==> config.mk <==
export PLATFORM = sky130hd
export DESIGN_NAME = sorted_value_table_top
export DESIGN_NICKNAME = d
export VERILOG_FILES = /design/src/rtl/svt_pkg.sv /design/src/rtl/sorted_value_table_top.sv /design/src/rtl/svt_ram.sv /design/src/rtl/svt_datapath.sv /design/src/rtl/svt_ctrl.sv
export SDC_FILE = /design/constraint.sdc
export NUM_CORES = 2
export LEC_CHECK = 0
export BUFFER_PORTS_ARGS = -buffer_cell sky130_fd_sc_hd__buf_2
export CORE_ASPECT_RATIO = 0.9
export CORE_MARGIN = 2
export CORE_UTILIZATION = 35
export DETAILED_ROUTE_END_ITERATION = 10
export PLACE_DENSITY = 0.58
export SLEW_MARGIN = 20
export SYNTH_ARGS = -nofsm -noshare
export SYNTH_HDL_FRONTEND = slang
export SYNTH_SLANG_ARGS = --single-unit
==> constraint.sdc <==
create_clock -name clock -period 4.65 [get_ports clock]
set_input_delay 0.6975 -clock clock [delete_from_list [all_inputs] [get_ports clock]]
set_output_delay 0.6975 -clock clock [all_outputs]
set_load 0.05 [all_outputs]
==> src/rtl/svt_pkg.sv <==
// sorted value table: shared constants, codes and controller/datapath interface types
`timescale 1ns / 1ps

package svt_pkg;

   localparam int CAPACITY = 64;
   localparam int IDX_W    = (CAPACITY > 1) ? $clog2(CAPACITY) : 1;
   localparam int CNT_W    = $clog2(CAPACITY + 1);
   localparam int KEY_W    = 32;
   localparam int POS_W    = 6;
   localparam int COUNT_W  = 7;

   typedef enum logic [1:0] {
      MODE_INSERT = 2'd0,
      MODE_SEARCH = 2'd1,
      MODE_REMOVE = 2'd2,
      MODE_CLEAR  = 2'd3
   } mode_type;

   typedef enum logic [1:0] {
      STATUS_OK        = 2'd0,
      STATUS_NOT_FOUND = 2'd1,
      STATUS_FULL      = 2'd2
   } status_type;

   typedef enum logic [2:0] {
      RD_IDX,
      RD_IDX_M1,
      RD_IDX_M2,
      RD_IDX_P1,
      RD_IDX_P2
   } raddr_sel_type;

   typedef struct packed {
      logic          key_load;
      logic          idx_load_zero;
      logic          idx_load_fill;
      logic          idx_inc;
      logic          idx_dec;
      logic          fill_inc;
      logic          fill_dec;
      logic          fill_clear;
      logic          pos_clear;
      logic          pos_capture;
      logic          mem_we;
      logic          wsel_key;
      raddr_sel_type raddr_sel;
      logic          out_load;
      status_type    out_status;
      logic          out_found;
   } cmd_type;

   typedef struct packed {
      logic is_full;
      logic is_empty;
      logic idx_zero;
      logic idx_one;
      logic rd_ge_key;
      logic rd_eq_key;
      logic next_is_fill;
      logic next_below_fill;
      logic out_free;
   } stat_type;

endpackage

==> src/rtl/sorted_value_table_top.sv <==
// sorted value table top level: stream ports around controller and datapath
`timescale 1ns / 1ps

// Holds up to 64 signed 32-bit values in ascending order (duplicates kept) in a
// single ram with one write and one registered read port, so inserts, searches
// and removes walk the table one entry per cycle. Insert walks down from the
// top, moving each entry not below the key up a slot; remove scans to the
// first match, then pulls the rest down. One request is worked at a time;
// req_tready rises again as soon as the result is in the output register, so
// the next request can start while that result waits. A request whose result
// finds the output register still occupied holds in its last state until that
// result is taken. No clearing pass after reset: entries beyond the fill level
// are never used.

module sorted_value_table_top (
   input  logic        clock,
   input  logic        reset,
   input  logic        req_tvalid,
   output logic        req_tready,
   input  logic [39:0] req_tdata,    // mode[1:0], key[33:2], zero[39:34]
   output logic        rsp_tvalid,
   input  logic        rsp_tready,
   output logic [23:0] rsp_tdata     // status[1:0], found[2], position[8:3],
                                     // entry_count[15:9], is_empty[16], zero[23:17]
);

   svt_pkg::cmd_type              cmd;
   svt_pkg::stat_type             stat;
   logic [1:0]                    rsp_status;
   logic                          rsp_found;
   logic [svt_pkg::POS_W-1:0]     rsp_position;
   logic [svt_pkg::COUNT_W-1:0]   rsp_entry_count;
   logic                          rsp_is_empty;
   svt_pkg::mode_type             req_mode;
   logic signed [svt_pkg::KEY_W-1:0] req_key;

   assign req_mode = svt_pkg::mode_type'(req_tdata[1:0]);
   assign req_key  = $signed(req_tdata[33:2]);

   svt_ctrl u_ctrl (
      .clock     (clock),
      .reset     (reset),
      .req_valid (req_tvalid),
      .req_ready (req_tready),
      .req_mode  (req_mode),
      .stat      (stat),
      .cmd       (cmd)
   );

   svt_datapath u_datapath (
      .clock           (clock),
      .reset           (reset),
      .req_key         (req_key),
      .cmd             (cmd),
      .stat            (stat),
      .rsp_valid       (rsp_tvalid),
      .rsp_ready       (rsp_tready),
      .rsp_status      (rsp_status),
      .rsp_found       (rsp_found),
      .rsp_position    (rsp_position),
      .rsp_entry_count (rsp_entry_count),
      .rsp_is_empty    (rsp_is_empty)
   );

   assign rsp_tdata = {7'd0, rsp_is_empty, rsp_entry_count, rsp_position, rsp_found, rsp_status};

endmodule

==> src/rtl/svt_ram.sv <==
// generic single write port ram with registered read
`timescale 1ns / 1ps

module svt_ram #(
   parameter int WIDTH = 32,
   parameter int DEPTH = 64
) (
   input  logic                     clock,
   input  logic                     we,
   input  logic [$clog2(DEPTH)-1:0] waddr,
   input  logic [WIDTH-1:0]         wdata,
   input  logic [$clog2(DEPTH)-1:0] raddr,
   output logic [WIDTH-1:0]         rdata
);

   logic [WIDTH-1:0] mem_ff [DEPTH];
   logic [WIDTH-1:0] rdata_ff;

   always_ff @(posedge clock) begin
      if (we) begin
         mem_ff[waddr] <= wdata;
      end
      rdata_ff <= mem_ff[raddr];
   end

   assign rdata = rdata_ff;

endmodule

==> src/rtl/svt_datapath.sv <==
// sorted value table datapath: entry ram, index and fill counters, result register
`timescale 1ns / 1ps

module svt_datapath (
   input  logic                            clock,
   input  logic                            reset,
   input  logic signed [svt_pkg::KEY_W-1:0] req_key,
   input  svt_pkg::cmd_type                cmd,
   output svt_pkg::stat_type               stat,
   output logic                            rsp_valid,
   input  logic                            rsp_ready,
   output logic [1:0]                      rsp_status,
   output logic                            rsp_found,
   output logic [svt_pkg::POS_W-1:0]       rsp_position,
   output logic [svt_pkg::COUNT_W-1:0]     rsp_entry_count,
   output logic                            rsp_is_empty
);

   localparam int IDX_W = svt_pkg::IDX_W;
   localparam int CNT_W = svt_pkg::CNT_W;
   localparam int KEY_W = svt_pkg::KEY_W;

   logic signed [KEY_W-1:0] key_ff, key_in;
   logic [IDX_W-1:0]        idx_ff, idx_in;
   logic [CNT_W-1:0]        fill_ff, fill_in;
   logic [IDX_W-1:0]        pos_ff, pos_in;

   logic                             rsp_valid_ff, rsp_valid_in;
   logic [1:0]                       status_ff, status_in;
   logic                             found_ff, found_in;
   logic [svt_pkg::POS_W-1:0]        position_ff, position_in;
   logic [svt_pkg::COUNT_W-1:0]      count_ff, count_in;
   logic                             empty_ff, empty_in;

   logic [KEY_W-1:0] rd_data;
   logic [KEY_W-1:0] wdata;
   logic [IDX_W-1:0] raddr;
   logic [CNT_W-1:0] idx_next;
   logic [31:0]      pos_wide;
   logic [31:0]      count_wide;

   svt_ram #(
      .WIDTH (KEY_W),
      .DEPTH (svt_pkg::CAPACITY)
   ) u_ram (
      .clock (clock),
      .we    (cmd.mem_we),
      .waddr (idx_ff),
      .wdata (wdata),
      .raddr (raddr),
      .rdata (rd_data)
   );

   assign wdata = cmd.wsel_key ? key_ff : rd_data;

   always_comb begin
      unique case (cmd.raddr_sel)
         svt_pkg::RD_IDX:    raddr = idx_ff;
         svt_pkg::RD_IDX_M1: raddr = idx_ff - IDX_W'(1);
         svt_pkg::RD_IDX_M2: raddr = idx_ff - IDX_W'(2);
         svt_pkg::RD_IDX_P1: raddr = idx_ff + IDX_W'(1);
         svt_pkg::RD_IDX_P2: raddr = idx_ff + IDX_W'(2);
         default:            raddr = idx_ff;
      endcase
   end

   assign idx_next = CNT_W'(idx_ff) + CNT_W'(1);

   always_comb begin
      stat.is_full         = (fill_ff == CNT_W'(svt_pkg::CAPACITY));
      stat.is_empty        = (fill_ff == '0);
      stat.idx_zero        = (idx_ff == '0);
      stat.idx_one         = (idx_ff == IDX_W'(1));
      stat.rd_ge_key       = ($signed(rd_data) >= key_ff);
      stat.rd_eq_key       = (rd_data == key_ff);
      stat.next_is_fill    = (idx_next == fill_ff);
      stat.next_below_fill = (idx_next < fill_ff);
      stat.out_free        = !rsp_valid_ff || rsp_ready;
   end

   always_comb begin
      key_in = cmd.key_load ? req_key : key_ff;

      idx_in = idx_ff;
      if (cmd.idx_load_zero) begin
         idx_in = '0;
      end else if (cmd.idx_load_fill) begin
         idx_in = fill_ff[IDX_W-1:0];
      end else if (cmd.idx_inc) begin
         idx_in = idx_ff + IDX_W'(1);
      end else if (cmd.idx_dec) begin
         idx_in = idx_ff - IDX_W'(1);
      end

      fill_in = fill_ff;
      if (cmd.fill_clear) begin
         fill_in = '0;
      end else if (cmd.fill_inc) begin
         fill_in = fill_ff + CNT_W'(1);
      end else if (cmd.fill_dec) begin
         fill_in = fill_ff - CNT_W'(1);
      end

      pos_in = pos_ff;
      if (cmd.pos_clear) begin
         pos_in = '0;
      end else if (cmd.pos_capture) begin
         pos_in = idx_ff;
      end
   end

   // result register: the next request may run while a result waits here
   always_comb begin
      pos_wide   = 32'(pos_ff);
      count_wide = 32'(fill_ff);

      rsp_valid_in = rsp_valid_ff;
      status_in    = status_ff;
      found_in     = found_ff;
      position_in  = position_ff;
      count_in     = count_ff;
      empty_in     = empty_ff;
      if (cmd.out_load) begin
         rsp_valid_in = 1'b1;
         status_in    = cmd.out_status;
         found_in     = cmd.out_found;
         position_in  = pos_wide[svt_pkg::POS_W-1:0];
         count_in     = count_wide[svt_pkg::COUNT_W-1:0];
         empty_in     = stat.is_empty;
      end else if (rsp_ready) begin
         rsp_valid_in = 1'b0;
      end
   end

   always_ff @(posedge clock) begin
      if (reset) begin
         fill_ff      <= '0;
         rsp_valid_ff <= 1'b0;
      end else begin
         fill_ff      <= fill_in;
         rsp_valid_ff <= rsp_valid_in;
      end
      key_ff      <= key_in;
      idx_ff      <= idx_in;
      pos_ff      <= pos_in;
      status_ff   <= status_in;
      found_ff    <= found_in;
      position_ff <= position_in;
      count_ff    <= count_in;
      empty_ff    <= empty_in;
   end

   assign rsp_valid       = rsp_valid_ff;
   assign rsp_status      = status_ff;
   assign rsp_found       = found_ff;
   assign rsp_position    = position_ff;
   assign rsp_entry_count = count_ff;
   assign rsp_is_empty    = empty_ff;

   a_fill_bounded: assert property (@(posedge clock) disable iff (reset)
      fill_ff <= CNT_W'(svt_pkg::CAPACITY))
      else $error("fill level above capacity");

   a_write_in_range: assert property (@(posedge clock) disable iff (reset)
      cmd.mem_we |-> (CNT_W'(idx_ff) <= fill_ff))
      else $error("entry write beyond fill level");

   a_no_result_overwrite: assert property (@(posedge clock) disable iff (reset)
      cmd.out_load |-> (!rsp_valid_ff || rsp_ready))
      else $error("result register overwritten before transfer");

   a_clear_empties: assert property (@(posedge clock) disable iff (reset)
      cmd.fill_clear |=> (fill_ff == '0))
      else $error("clear left entries in table");

endmodule

==> src/rtl/svt_ctrl.sv <==
// sorted value table controller: sequences scan, shift and result load
`timescale 1ns / 1ps

module svt_ctrl (
   input  logic               clock,
   input  logic               reset,
   input  logic               req_valid,
   output logic               req_ready,
   input  svt_pkg::mode_type  req_mode,
   input  svt_pkg::stat_type  stat,
   output svt_pkg::cmd_type   cmd
);

   typedef enum logic [2:0] {
      ST_IDLE,
      ST_INS_RD,
      ST_INS_CMP,
      ST_SRCH_RD,
      ST_SRCH_CMP,
      ST_DEL,
      ST_FINISH
   } state_type;

   state_type            state_ff, state_in;
   svt_pkg::mode_type    mode_ff, mode_in;
   svt_pkg::status_type  status_ff, status_in;
   logic                 found_ff, found_in;

   assign req_ready = (state_ff == ST_IDLE);

   always_comb begin
      state_in  = state_ff;
      mode_in   = mode_ff;
      status_in = status_ff;
      found_in  = found_ff;
      cmd       = '0;
      cmd.raddr_sel  = svt_pkg::RD_IDX;
      cmd.out_status = status_ff;
      cmd.out_found  = found_ff;

      unique case (state_ff)
         ST_IDLE: begin
            if (req_valid) begin
               cmd.key_load  = 1'b1;
               cmd.pos_clear = 1'b1;
               mode_in   = req_mode;
               status_in = svt_pkg::STATUS_OK;
               found_in  = 1'b0;
               unique case (req_mode)
                  svt_pkg::MODE_INSERT: begin
                     if (stat.is_full) begin
                        status_in = svt_pkg::STATUS_FULL;
                        state_in  = ST_FINISH;
                     end else begin
                        cmd.idx_load_fill = 1'b1;
                        state_in = ST_INS_RD;
                     end
                  end
                  svt_pkg::MODE_SEARCH, svt_pkg::MODE_REMOVE: begin
                     if (stat.is_empty) begin
                        status_in = svt_pkg::STATUS_NOT_FOUND;
                        state_in  = ST_FINISH;
                     end else begin
                        cmd.idx_load_zero = 1'b1;
                        state_in = ST_SRCH_RD;
                     end
                  end
                  default: begin
                     cmd.fill_clear = 1'b1;
                     state_in = ST_FINISH;
                  end
               endcase
            end
         end

         // insert walks down from the top, moving entries not below the key up one slot
         ST_INS_RD: begin
            if (stat.idx_zero) begin
               cmd.mem_we      = 1'b1;
               cmd.wsel_key    = 1'b1;
               cmd.pos_capture = 1'b1;
               cmd.fill_inc    = 1'b1;
               state_in = ST_FINISH;
            end else begin
               cmd.raddr_sel = svt_pkg::RD_IDX_M1;
               state_in = ST_INS_CMP;
            end
         end

         ST_INS_CMP: begin
            if (stat.rd_ge_key) begin
               cmd.mem_we    = 1'b1;
               cmd.idx_dec   = 1'b1;
               cmd.raddr_sel = svt_pkg::RD_IDX_M2;
               if (stat.idx_one) begin
                  state_in = ST_INS_RD;
               end
            end else begin
               cmd.mem_we      = 1'b1;
               cmd.wsel_key    = 1'b1;
               cmd.pos_capture = 1'b1;
               cmd.fill_inc    = 1'b1;
               state_in = ST_FINISH;
            end
         end

         ST_SRCH_RD: begin
            cmd.raddr_sel = svt_pkg::RD_IDX;
            state_in = ST_SRCH_CMP;
         end

         // read data is the entry at idx, next entry already requested
         ST_SRCH_CMP: begin
            cmd.raddr_sel = svt_pkg::RD_IDX_P1;
            if (stat.rd_eq_key) begin
               cmd.pos_capture = 1'b1;
               found_in = 1'b1;
               state_in = (mode_ff == svt_pkg::MODE_REMOVE) ? ST_DEL : ST_FINISH;
            end else if (stat.next_is_fill) begin
               status_in = svt_pkg::STATUS_NOT_FOUND;
               state_in  = ST_FINISH;
            end else begin
               cmd.idx_inc = 1'b1;
            end
         end

         // remove pulls later entries down one slot
         ST_DEL: begin
            cmd.raddr_sel = svt_pkg::RD_IDX_P2;
            if (stat.next_below_fill) begin
               cmd.mem_we  = 1'b1;
               cmd.idx_inc = 1'b1;
            end else begin
               cmd.fill_dec = 1'b1;
               state_in = ST_FINISH;
            end
         end

         ST_FINISH: begin
            if (stat.out_free) begin
               cmd.out_load = 1'b1;
               state_in = ST_IDLE;
            end
         end

         default: begin
            state_in = ST_IDLE;
         end
      endcase
   end

   always_ff @(posedge clock) begin
      if (reset) begin
         state_ff  <= ST_IDLE;
         mode_ff   <= svt_pkg::MODE_INSERT;
         status_ff <= svt_pkg::STATUS_OK;
         found_ff  <= 1'b0;
      end else begin
         state_ff  <= state_in;
         mode_ff   <= mode_in;
         status_ff <= status_in;
         found_ff  <= found_in;
      end
   end

endmodule
# ---- Word-level counts from Yosys, hierarchy flattened
# Memory sizes are Yosys's and may differ from the RTL's. A register that Yosys moved wholly into a read port is not among the register bits.
# Cells that the tools add are included.
dict set report word_totals {
  memories 1
  wordCells 130
  inputBits 44
  latchBits 0
  out_inout_bits 26
  ram_bits 2048
  regBits 77
  rom_bits 0
}
dict set report op_classes {
  n_addsub 7
  bitwise_logic 0
  n_eq_ne 25
  shifts 0
  n_div 0
  n_mul 0
  order_cmp 2
  reduce_logical 17
  mux 64
}
# memory depth width read_ports rd_clocked_by_memory_dff wr line
set memory_table {}
lappend memory_table {u_datapath.u_ram.mem_ff 64 32 1 1 1 svt_ram.sv:16} ;# logic [WIDTH-1:0] mem_ff [DEPTH];
# operator n
set ops {}
lappend ops {{3-bit 2-to-1 mux} 13}
lappend ops {{32-bit == test} 1}
lappend ops {{32-bit greater-or-equal comparator} 1}
lappend ops {{32-bit 2-to-1 mux} 1}
lappend ops {{1-bit 2-to-1 mux} 25}
lappend ops {{6-bit one-hot mux with 4 select lines} 1}
lappend ops {{3-bit one-hot mux with 7 select lines} 1}
lappend ops {{6-bit 2-to-1 mux} 3}
lappend ops {{2-bit 2-to-1 mux} 8}
lappend ops {{7-bit 2-to-1 mux} 2}
lappend ops {{3-bit by 2-bit == test with 1-bit output, second input constant} 4}
lappend ops {{3-bit == test, second input constant} 4}
lappend ops {{2-bit inequality test, second input constant} 6}
lappend ops {{3-bit one-hot mux with 4 select lines} 1}
lappend ops {{1-bit one-hot mux with 2 select lines} 4}
lappend ops {{2-bit one-hot mux with 2 select lines} 2}
lappend ops {{6-bit by 1-bit adder with 7-bit output, second input constant} 1}
lappend ops {{7-bit by 1-bit adder with 7-bit output, second input constant} 1}
lappend ops {{7-bit == test} 1}
lappend ops {{7-bit == test, second input constant} 1}
lappend ops {{7-bit logical NOT} 1}
lappend ops {{7-bit < comparator} 1}
lappend ops {{7-bit by 1-bit subtractor with 7-bit output, second input constant} 1}
lappend ops {{6-bit by 1-bit adder with 6-bit output, second input constant} 1}
lappend ops {{other kinds (23)} 30}

# ---- Logic depth before layout (Yosys ltp)
dict set report depth {
  depth_word 7
  depth_mapped 21
  mapped_depth_nobuf 20
}

# ---- By module
# From an unflattened synthesis, not the netlist that was laid out.
dict set report hier_totals {
  hier_cells 3891
  hier_area_um2 83955.5
}
# module seq_area_each_um2 cells_each area_each_um2 instances
set by_module_without_submodules {}
lappend by_module_without_submodules {svt_ram 62139.6 3324 78515.3 1}
lappend by_module_without_submodules {svt_datapath 1871.8 454 4578.1 1}
lappend by_module_without_submodules {svt_ctrl 160.2 103 790.8 1}
lappend by_module_without_submodules {sorted_value_table_top 0.0 10 71.3 1}

# ---- Least setup slack after synthesis
# OpenSTA, ideal clock, no wires.
dict set report synth_timing {
  kind {register to register}
  from {register u_datapath.key_ff[5]}
  to {memory u_datapath.u_ram.mem_ff[0][0], data pin}
  setup_time_ps 702
  arrival_time_ps 4396
  required_ps 3948
  path_stages_with_launch 12
  slack_ps -448
  path_buffers 0
  synth_period_minus_slack_ps 5098
  path_cell_list {edfxtp_1 > inv_1 > ha_1 > a21o_1 > nand3_1 > a211oi_1 > o41a_1 > nor3_1 > nor3_1 > nand2_1 > a21oi_1 > o21ai_0}
}
dict set report synth_between {
  elab_chain_len 4
}
# item line
set synth_lines {}
lappend synth_lines {{from (decl)} svt_datapath.sv:23} ;# logic signed [KEY_W-1:0] key_ff, key_in;
lappend synth_lines {{from (signal assigned)} svt_datapath.sv:143} ;# key_ff <= key_in;
lappend synth_lines {{32-bit greater-or-equal comparator} svt_datapath.sv:74} ;# stat.rd_ge_key = ($signed(rd_data) >= key_ff);
lappend synth_lines {{1-bit 2-to-1 mux} svt_ctrl.sv:91} ;# if (stat.rd_ge_key) begin
lappend synth_lines {{1-bit one-hot mux with 2 select lines} svt_ctrl.sv:41} ;# unique case (state_ff)
lappend synth_lines {{32-bit 2-to-1 mux} svt_datapath.sv:54} ;# assign wdata = cmd.wsel_key ? key_ff : rd_data;
lappend synth_lines {{named net u_datapath.u_ram.wdata[0]} svt_ram.sv:11} ;# input logic [WIDTH-1:0] wdata,
lappend synth_lines {{to (decl)} svt_ram.sv:16}
# The timed path passes the listed nets, and every way through them passes these cells.

# ---- Worst setup path after layout
dict set report layout_timing {
  from {register u_datapath.key_ff[4]}
  to {register u_datapath.u_ram.rdata_ff[9], in the netlist u_datapath.u_ram.rdata[9] (read register of u_datapath.u_ram.mem_ff)}
}
dict set report layout_between {
  elab_chain_len 5
  word_cells_on_any_way 8
}
# item line
set layout_lines {}
lappend layout_lines {{32-bit greater-or-equal comparator (*)} svt_datapath.sv:74}
lappend layout_lines {{2-bit 2-to-1 mux (*)} svt_ctrl.sv:91}
lappend layout_lines {{3-bit one-hot mux with 4 select lines (*)} svt_ctrl.sv:41}
lappend layout_lines {{3-bit == test, or another cell as far along} svt_datapath.sv:57} ;# unique case (cmd.raddr_sel)
lappend layout_lines {{6-bit one-hot mux with 4 select lines (*)} svt_datapath.sv:57}
lappend layout_lines {{to (decl)} svt_ram.sv:17} ;# logic [WIDTH-1:0] rdata_ff;
# Mark *: on every way between the ends. The rest lies on a longest branch, timed or not.
# A chain may end at the register's enable or synchronous reset.

==> run summary <==
The total overflow left after global routing is 0. The path type of the worst setup path is flop to flop. The die covers 244000 um2.

The average instance in the mapped netlist occupies 20.9 um2. The tools report the final-report setup violation count as 0. After synthesis, the netlist uses 73 different library cells. The floorplan step set the die height to 469 um. The classification of the worst-slack hold path is input pin to flop. The routed design has 226000 um of wire. Counting stages on the worst path, the most repeated cell is sky130_fd_sc_hd__buf_4. The total length of routed met3 wires is 21300 um. The number of enable flip-flop cells after synthesis is 2097.

Data on the critical path is required at its endpoint by 5.37 ns. Most common library cell in the layout ignoring fill and taps: sky130_fd_sc_hd__edfxtp_1. The maximum number of pins on one net before global-route repair came out at 65.

Max-slew violation total from the final report: 0. The run finished, with violations left. The top cell types in the final layout, fill and taps aside, are 2097 x sky130_fd_sc_hd__edfxtp_1, 506 x sky130_fd_sc_hd__mux4_2, 327 x sky130_fd_sc_hd__buf_4.

The logs give 4 for the H-tree depth and 92400 um2 for the instance area at placement. Routability-driven placement finished with a final weighted congestion of 0.878. The pre-antenna-repair detailed-routing pass consisted of 10 iterations. STA classifies the critical path endpoint as a flop. After detailed routing, the met2 layer carries 102000 um of wire.

For this run, the number of Yosys warnings is 0. The number of clock buffers added by TritonCTS is 219. The total count of hold-check failures in the final report came out at 0. The routed metal-1 wirelength was 97800 um. For this block, the initial DRC count from the detailed router was 5446. Library cell used as clock root buffer: sky130_fd_sc_hd__clkbuf_16.

After technology mapping, the gate count stands at 4008. Once detailed placement completed, the half-perimeter wirelength came to 134000 um. The layout-stage area growth over the synthesis result was 19.4%; the fraction of registers with async set/reset was 0. The tree built by TritonCTS fans out to 2157 sinks. The flip-flop and latch count after synthesis works out to 2157.

STA classifies the critical path startpoint as a flop. The worst path meets setup with 0.106 ns of slack. The most used flip-flop cell after synthesis is sky130_fd_sc_hd__edfxtp_1. The library cell contributing the largest single delay on the critical path is sky130_fd_sc_hd__edfxtp_1. The routed design could run at a clock period as short as 4.54 ns. For this run, the slowest stage of the critical path takes 0.57 ns. Sorting the synthesized cells by area gives the leading types as sky130_fd_sc_hd__edfxtp_1 75%, sky130_fd_sc_hd__mux4_2 14%, sky130_fd_sc_hd__dfxtp_1 1.4%. The logs give 7475 for the number of placed instances with taps included and 238000 um2 for the total core area. At the placement stage, the worst setup path has a slack of -0.541 ns. The initial core utilization was 0.352. The setup total negative slack was 0 ns. The post-route clock period utilization came out at 0.977.

The maximum operating frequency came out at 220 MHz. The logs give 7913 for the count of non-filler cells in the finished layout and 42800 for the total number of vias. The top cell type's share of synthesized area is 0.750, and the share of final-layout standard cells stronger than drive strength 1 is 0.313. For the final database, setup skew stands at 0.0526 ns.

The longest clock path from root to sink contains 3 buffers. The cell area that synthesis handed to floorplanning was 83900 um2. The routed length per instance was 28.5 um. The critical path goes through inv_1 -> ha_1 -> nand4_1 -> nor3_4 -> buf_4 -> nand3_1 -> and4_4 -> a211oi_4 -> buf_6 -> mux2i_4 -> buf_12 -> buf_16 -> buf_6 -> mux4_2 -> mux2i_2 -> o21ai_0 -> buf_4 -> nor4_4 -> buf_4 -> a311oi_1. The count of nets left with antenna violations once routing finished came out at 0.

The number of maximum-capacitance violations came out at 0. The finished cells cover 100000 um2. The run gives 0.342 as the worst slew margin relative to its limit. Pin placement for this block handled 70 I/O pins. The number of global-route vias before repair was 42400; the transition time at the pin with the least slew margin was 0.983 ns. TritonCTS built the clock tree. The maximum fanout count along the critical path came out at 10. The checks that failed: DRC. The via density per instance was 5.40; the number of antenna violations at the first check in global routing was 19. The die is 520 um wide.

Setup repair after global routing left no endpoint under its margin. After detailed routing, the number of remaining DRC violations is 11. The logs give 0.182 for the global router's overall resource usage and 4644 for the final layout net count. During placement, the flow inserted port buffers numbering 56. The biggest area contributor in the post-synthesis netlist is sky130_fd_sc_hd__edfxtp_1.

The tools report the sequential element share of the synthesized area as 0.765. After detailed routing, no signal wire sits above met4. The first global-routing pass estimated 316000 um of wire. The clock transition time at the flip-flop clock pins of the worst setup and hold paths is 0.06 ns, and the row count is 170. For the worst-skew pair, the clock arrives at the later sink with an insertion delay of 0.85 ns. Data on the critical path arrives at its endpoint at 5.27 ns.
cells in the mapped netlist, types with 4 or more instances:
| cell | n |
|---|---|
| sky130_fd_sc_hd__a21oi_1 | 108 |
| sky130_fd_sc_hd__clkbuf_1 | 64 |
| sky130_fd_sc_hd__buf_1 | 21 |
| sky130_fd_sc_hd__dfxtp_1 | 60 |
| sky130_fd_sc_hd__mux2i_1 | 85 |
| sky130_fd_sc_hd__nand4_1 | 9 |
| sky130_fd_sc_hd__o21ai_0 | 70 |
| sky130_fd_sc_hd__nor2_1 | 108 |
| sky130_fd_sc_hd__buf_2 | 92 |
| sky130_fd_sc_hd__o211ai_1 | 4 |
| sky130_fd_sc_hd__a311oi_1 | 32 |
| sky130_fd_sc_hd__a32oi_1 | 4 |
| sky130_fd_sc_hd__a31oi_1 | 6 |
| sky130_fd_sc_hd__a32o_1 | 31 |
| sky130_fd_sc_hd__ha_1 | 53 |
| sky130_fd_sc_hd__inv_1 | 82 |
| sky130_fd_sc_hd__or3_1 | 5 |
| sky130_fd_sc_hd__a211oi_1 | 9 |
| sky130_fd_sc_hd__buf_6 | 10 |
| sky130_fd_sc_hd__a21o_1 | 12 |
| sky130_fd_sc_hd__edfxtp_1 | 2097 |
| sky130_fd_sc_hd__nor4b_1 | 4 |
| sky130_fd_sc_hd__nand2_1 | 215 |
| sky130_fd_sc_hd__a22oi_1 | 6 |
| sky130_fd_sc_hd__o21ai_1 | 4 |
| sky130_fd_sc_hd__mux2_2 | 32 |
| sky130_fd_sc_hd__a22o_1 | 62 |
| sky130_fd_sc_hd__xnor2_1 | 14 |
| sky130_fd_sc_hd__nor3_1 | 11 |
| sky130_fd_sc_hd__buf_4 | 34 |
| sky130_fd_sc_hd__and3_1 | 5 |
| sky130_fd_sc_hd__mux4_2 | 506 |
| sky130_fd_sc_hd__nand3_1 | 50 |
| sky130_fd_sc_hd__nor2b_1 | 13 |
| sky130_fd_sc_hd__xor2_1 | 5 |
| sky130_fd_sc_hd__nor4_1 | 32 |
routing by layer:
layer  global-route usage  up-vias
li1                     -    17700
met1                0.266    22900
met2                0.278     1860
met3               0.0387      258
met4               0.0439        0
met5                    0        -
cell type report:
type	count	area (um2)
antenna	1	2.50
inverter	83	312
clock buffer	276	5760
multi-input combinational	1554	19100
clock inverter	130	1400
timing repair buffer	530	5430
fill	20600	138000
sequential	2157	64200
tap	3182	3980
per-stage QoR:
stage,util,hold WS (ns)
detailed placement,0.388,0.428
CTS,0.419,0.00206
finish,0.420,0.0602
floorplan,-,0.408
global placement,0.388,0.421
global route,0.420,0.0240
critical path: cells and delay by family (launching register included):
| family | cells | cell delay (ns) |
|---|---|---|
| multiplexers | 3 | 0.80 |
| AO/OA/AOI/OAI | 3 | 0.39 |
| adder cells (fa/ha/maj) | 1 | 0.28 |
| AND/OR/NAND/NOR | 5 | 1.02 |
| buffers and inverters | 8 | 1.32 |
| flip-flops | 1 | 0.57 |
kinds of logic after synthesis:
| family | Yosys count | share of synthesized area |
|---|---|---|
| AND/OR/NAND/NOR | 472 | 0.0258 |
| adder cells (fa/ha/maj) | 55 | 0.00838 |
| XOR/XNOR | 20 | 0.00218 |
| other | 1 | 0.0000447 |
| multiplexers | 626 | 0.151 |
| buffers and inverters | 304 | 0.0174 |
| AO/OA/AOI/OAI | 373 | 0.0308 |
| flip-flops | 2157 | 0.765 |
repair_timing:
item,CTS,global route
hold buffers,22,0
setup buffers,1,6
hold endpoints to repair,22,0
cloned,0,3
pin swaps,0,6
gates resized for setup,11,36
endpoints found under the setup margin,32,991
registers in the layout (all words and copies together), names as in the netlist:
signal / flops
u_datapath.rsp_entry_count: 7
u_datapath.u_ram.mem_ff: 2048
u_datapath.rsp_found: 1
u_ctrl.mode_ff: 2
u_ctrl.status_ff: 2
u_datapath.key_ff: 32
u_datapath.rsp_status: 2
u_datapath.rsp_is_empty: 1
u_datapath.u_ram.rdata: 32
u_datapath.pos_ff: 6
u_datapath.rsp_valid: 1
u_datapath.rsp_position: 6
u_ctrl.found_ff: 1
u_ctrl.state_ff: 3
u_datapath.idx_ff: 6
u_datapath.fill_ff: 7
worst paths after layout:
path                            cells after the start                                 end                             start  slack (ns)
worst max-delay path                               20   u_datapath.u_ram.rdata[9]$_DFF_P_    u_datapath.key_ff[4]$_DFFE_PP_        0.11
worst min-delay path                                1     u_datapath.key_ff[31]$_DFFE_PP_                     req_tdata[33]        0.06
worst max register to register                     20   u_datapath.u_ram.rdata[9]$_DFF_P_    u_datapath.key_ff[4]$_DFFE_PP_        0.11
worst min register to register                      0  u_datapath.rsp_status[0]$_DFFE_PP_  u_ctrl.status_ff[0]$_SDFFE_PP0P_        0.44
Power is not shown: default switching activity piles up to over one toggle a cycle in this logic, so the estimate is an artifact.
